File: config.mk
export PLATFORM = sky130hd
export DESIGN_NAME = trv_delay
export DESIGN_NICKNAME = d
export VERILOG_FILES = /design/src/hdl/trv_pkg.sv /design/src/hdl/trv_delay.sv
export SDC_FILE = /design/constraint.sdc
export NUM_CORES = 1
export LEC_CHECK = 0
export BUFFER_PORTS_ARGS = -buffer_cell sky130_fd_sc_hd__buf_2
export CAP_MARGIN = 20
export CORE_MARGIN = 2
export CORE_UTILIZATION = 51
export CTS_CLUSTER_SIZE = 40
export DETAILED_ROUTE_END_ITERATION = 10
export PLACE_DENSITY_LB_ADDON = 0.05
export RECOVER_POWER = 25
export REMOVE_ABC_BUFFERS = 1
export SKIP_CTS_REPAIR_TIMING = 1
export SYNTH_ARGS = -nofsm -noshare
export SYNTH_HDL_FRONTEND = slang
export SYNTH_SLANG_ARGS = --single-unit
File: constraint.sdc
create_clock -name clk -period 1.1 [get_ports clk]
set_clock_uncertainty 0.15 [all_clocks]
set_input_delay 0.22 -clock clk [delete_from_list [all_inputs] [get_ports clk]]
set_output_delay 0.22 -clock clk [all_outputs]
set_load 0.01 [all_outputs]
File: src/hdl/trv_pkg.sv
// ----------------------------------------------------------------------------
// trv_pkg
// shared widths and helpers for the two-ray vertex estimate datapath
// ----------------------------------------------------------------------------
package trv_pkg;

  localparam int POS_W     = 32;
  localparam int DIR_W     = 18;
  localparam int Q_W       = 64;
  localparam int Q_SAT_EXP = 62;

  typedef logic signed [Q_W-1:0] q_t;

  function automatic logic signed [POS_W-1:0] sat32(input logic signed [Q_W-1:0] v);
    logic signed [POS_W-1:0] r;
    if (v > Q_W'(32'sh7fffffff)) begin
      r = 32'sh7fffffff;
    end else if (v < -(Q_W'(64'sh80000000))) begin
      r = 32'sh80000000;
    end else begin
      r = v[POS_W-1:0];
    end
    return r;
  endfunction

endpackage

File: src/hdl/trv_delay.sv
// ----------------------------------------------------------------------------
// trv_delay
// side-data delay line with a valid lane, advances with the pipeline enable
// ----------------------------------------------------------------------------
module trv_delay #(
  parameter int W     = 8,
  parameter int DEPTH = 4
) (
  input  logic         clk,
  input  logic         rst_n,
  input  logic         en,
  input  logic         in_vld,
  input  logic [W-1:0] in_data,
  output logic         out_vld,
  output logic [W-1:0] out_data
);
  import trv_pkg::*;

  logic         vld_r [DEPTH];
  logic [W-1:0] dat_r [DEPTH];

  always_ff @(posedge clk) begin
    if (!rst_n) begin
      for (int i = 0; i < DEPTH; i++) begin
        vld_r[i] <= 1'b0;
      end
    end else if (en) begin
      vld_r[0] <= in_vld;
      for (int i = 1; i < DEPTH; i++) begin
        vld_r[i] <= vld_r[i-1];
      end
    end
  end

  always_ff @(posedge clk) begin
    if (en) begin
      dat_r[0] <= in_data;
      for (int i = 1; i < DEPTH; i++) begin
        dat_r[i] <= dat_r[i-1];
      end
    end
  end

  assign out_vld  = vld_r[DEPTH-1];
  assign out_data = dat_r[DEPTH-1];

endmodule

# After elaboration in Yosys (flattened, before gate mapping)

Memories as Yosys holds them, arrays and structs flattened.
Cells that the tools add are included.

Divide/modulo/power cells: 0
Muxes and demuxes: 9
Reductions and logical operators: 0
Bitwise operators: 4
$add $sub $neg: 0
Shifts and indexed selects: 0
Equality and inequality tests: 0
Order comparisons: 0
Multiply operators: 0

Operators with widths:

| kind       | number |
|---|---|
| $mux 1     | 9 |
| $or 1x1->1 | 4 |

Bits in latches: 0
Output and inout port bits: 9
Flip-flop bits (word level): 0
Bits of input ports: 12
Memories: 2
ROM bits: 0
Memory bits (writable): 36

Memory list:

| memory | words | width | rd ports | clocked after memory_dff | wr ports | line            | source |
|---|---|---|---|---|---|---|---|
| dat_r  | 4     | 8     | 4        | 0                        | 4        | trv_delay.sv:20 | `logic [W-1:0] dat_r [DEPTH];` |
| vld_r  | 4     | 1     | 4        | 0                        | 4        | trv_delay.sv:19 | `logic vld_r [DEPTH];` |

# Longest topological paths before layout

Depth in word-level cells: 4
Gate-level depth with buffers: 2
Depth with buffers taken out: 2

# Worst setup path before layout

OpenSTA, ideal clock, no wires.

Path kind: reg-to-reg
Start point: memory vld_r[2]
End point: memory vld_r[3] (data pin)
Path slack: 0.240 ns
Period minus slack after synthesis: 0.860 ns
Data arrival time: 0.454 ns
Stages on the path, launching flop included: 2
Required time: 0.694 ns
Path buffers: 0
Path through: dfxtp_1 and3_2

RTL lines:

| what        | line |
|---|---|
| from (decl) | trv_delay.sv:19 |

==> impl_results.md <==
* Status: finished with violations
* Violated checks: negative setup slack
* Core area at roughly 0.002 mm^2
* GP Congestion at between 0.5 and 0.6
* Antenna violations before repair at 0
* Biggest area consumer among synthesized cells: edfxtp_1
* Leak at 0.530 nW
* Non-filler cells, final at between 100 and 150
* Sink Count at 36
* Critical path launch point type: register
* Wire per inst at between 10 and 15 um
* Max-Cap Viols at 0
* Critical Path Fanout Max at 1
* Final Hold Fails at 0
* Reg2reg path depth at 1
* Worst path max stage delay at ~370 ps
* Pwr dens at roughly 1700 mW/mm^2
* Top-area cell type share of the netlist area at between 80% and 90%
* Gr ovfl total at 0
* Worst min path class: in -> reg
* Post-route ant nets at 0
* CP required at about 730 ps
* Die ar. at between 0.002 and 0.003 mm^2
* P&R area growth vs syn at 25.8%
* WHS at slightly above 6 ps
* Commonest non-fill, non-tap cell in the layout: edfxtp_1
* Clk_lat worst skew at between 300 and 400 ps
* Share of cells above drive strength 1 at between 30 and 40%
* #FFs+latches synth at 36
* RSZ-0062 raised after global routing: true
* Die X at 50.7 um
* Syn avg cell area at ~25 um^2
* Gr usage total at 11.6%
* Max Freq at around 830 MHz
* Remaining DRCs at 0
* Nets at between 90 and 100
* WP buf/inv at 1
* # H-tree levels at 2
* CTS Buf Count at 5
* Rel. slew slack at 82.3%
* Part of the Yosys area used for sequential elements at between 90% and 100%
* Synth Instances at 44
* Highest-count cells in the layout ignoring fill and taps: edfxtp_1 (33), buf_2 (19), dlygate4sd3_1 (8), clkbuf_4 (6), clkbuf_1 (4)
* Final min period at around 1200 ps
* Crit path arrival time at ~840 ps
* Multiplexer share of the synthesized area at roughly 2.7%
* Routed vias at 501
* Distinct cell type count after synthesis at 6
* Crit-path cells: buf_2
* Compound-Gate Fraction of Synth Area at 0%
* Clock root buffer: clkbuf_4
* Fin crit share at 110%
* Port buffer count at 20
* Setup-failing EPs final at 9
* Critical path's top delay family: flip-flops
* Reg2Reg Launch Point: vld_r[2]
* Mapped cell area at 0.00111 mm^2
* Largest family of logic cells by synthesized area: simple AND/OR/NAND/NOR gates
* Hold Path Sink: vld_r[0]
* Longest Clk Path Bufs at 2
* IO Count at 21
* Final setup margin at -109 ps
* Crit Path Class: reg -> out
* # rows at 16
* Crit. End Element: output port
* Area contributors post-synth: edfxtp_1 (89%), dfxtp_1 (5.4%), mux2i_1 (2.7%)
* VDD IR max at between 1000 and 1500 uV
* Total negative slack at -844 ps
* Hold Path Depth at 3
* Adder-cell share of the synthesized area at 0%
* Vias/cell at 4.51
* Worst-Margin Slew at between 200 and 300 ps
* Simple-gate portion of the synthesized area at 2.92%
* Worst hold start: in_vld
* Clock transition at path regs at around 90 ps
* Number of diodes at 0
* Yosys warns at 0
* First-pass GRT wire length at about 1.9 mm
* XOR/XNOR Fraction of Synth Area at 0%
* R2R setup slack at ~220 ps
* Pin count of the biggest net entering global routing at 21
* CTS tree: built
* Final Util at a little over two thirds
* Cell Count Post-Placement at 95
* RR Endpoint: vld_r[3]
* Initial Util at a little under three fifths
* DRT Wirelength at 1.31 mm
* Slowest CP cell: edfxtp_1
* Pre-antenna DRT Iters at 2
* DPL Wire Length at 799 um
* First-iteration detailed-routing DRC count at 4
* Die Ht at about 51 um
* Vias in the first global route at 455
* Fin. max-slew vios at 0
* Total chip power at 2.34 mW
## worst max-delay path by stage
stage	startpoint	to	slack [ps]	cells after the start
6_report	vld_r[3]	out_vld	-110	1
5_1_grt	vld_r[3]	out_vld	-180	1
4_1_cts	vld_r[3]	out_vld	-130	1
3_5_place_dp	en	dat_r[3][3]	50	2
3_3_place_gp	en	dat_r[3][6]	70	2
2_1_floorplan	vld_r[2]	vld_r[3]	240	1
## power by group
| group | total [mW] | switching [mW] | internal [mW] |
|---|---|---|---|
| combinational | 0.113 | 0.0547 | 0.0581 |
| sequential | 1.61 | 0.0199 | 1.59 |
| clock | 0.619 | 0.373 | 0.246 |
## cells by family after synthesis
family	after synthesis
muxes	3
and+or+nand+nor	5
DFF	36
## cell type report
type	instances	area [um^2]
Clock buffer	7	45.0
Clock inverter	1	3.75
Fill cell	137	601
Multi-Input combinational cell	8	62.6
Sequential cell	36	1050
Tap cell	27	33.8
Timing Repair Buffer	32	205
## Yosys cell counts
cell type,count
edfxtp_1,33
dfxtp_1,3
mux2i_1,3
nor2b_1,3
and3_2,1
nand2b_1,1
## sequential cells by signal, summed over array words and instances (netlist names)
register / cells
vld_r: 4
dat_r: 32
## per-stage QoR
stage	worst slack, ps	instance area (um^2)
after floorplan	240	1110
after global placement	66.5	1290
after detailed placement	53.8	1290
after CTS	-134	1340
after global routing	-177	1400
final	-109	1400
## layer usage
metal | GRT usage [%] | vias to the layer above | wire length, um
met1 | 13.2 | 222 | 509
met2 | 16.4 | 25 | 677
li1 | - | 251 | -
met3 | 5.36 | 3 | 97
met5 | 0 | - | 0
met4 | 9.46 | 0 | 29
No activity file was read; power rests on OpenSTA's default activity.
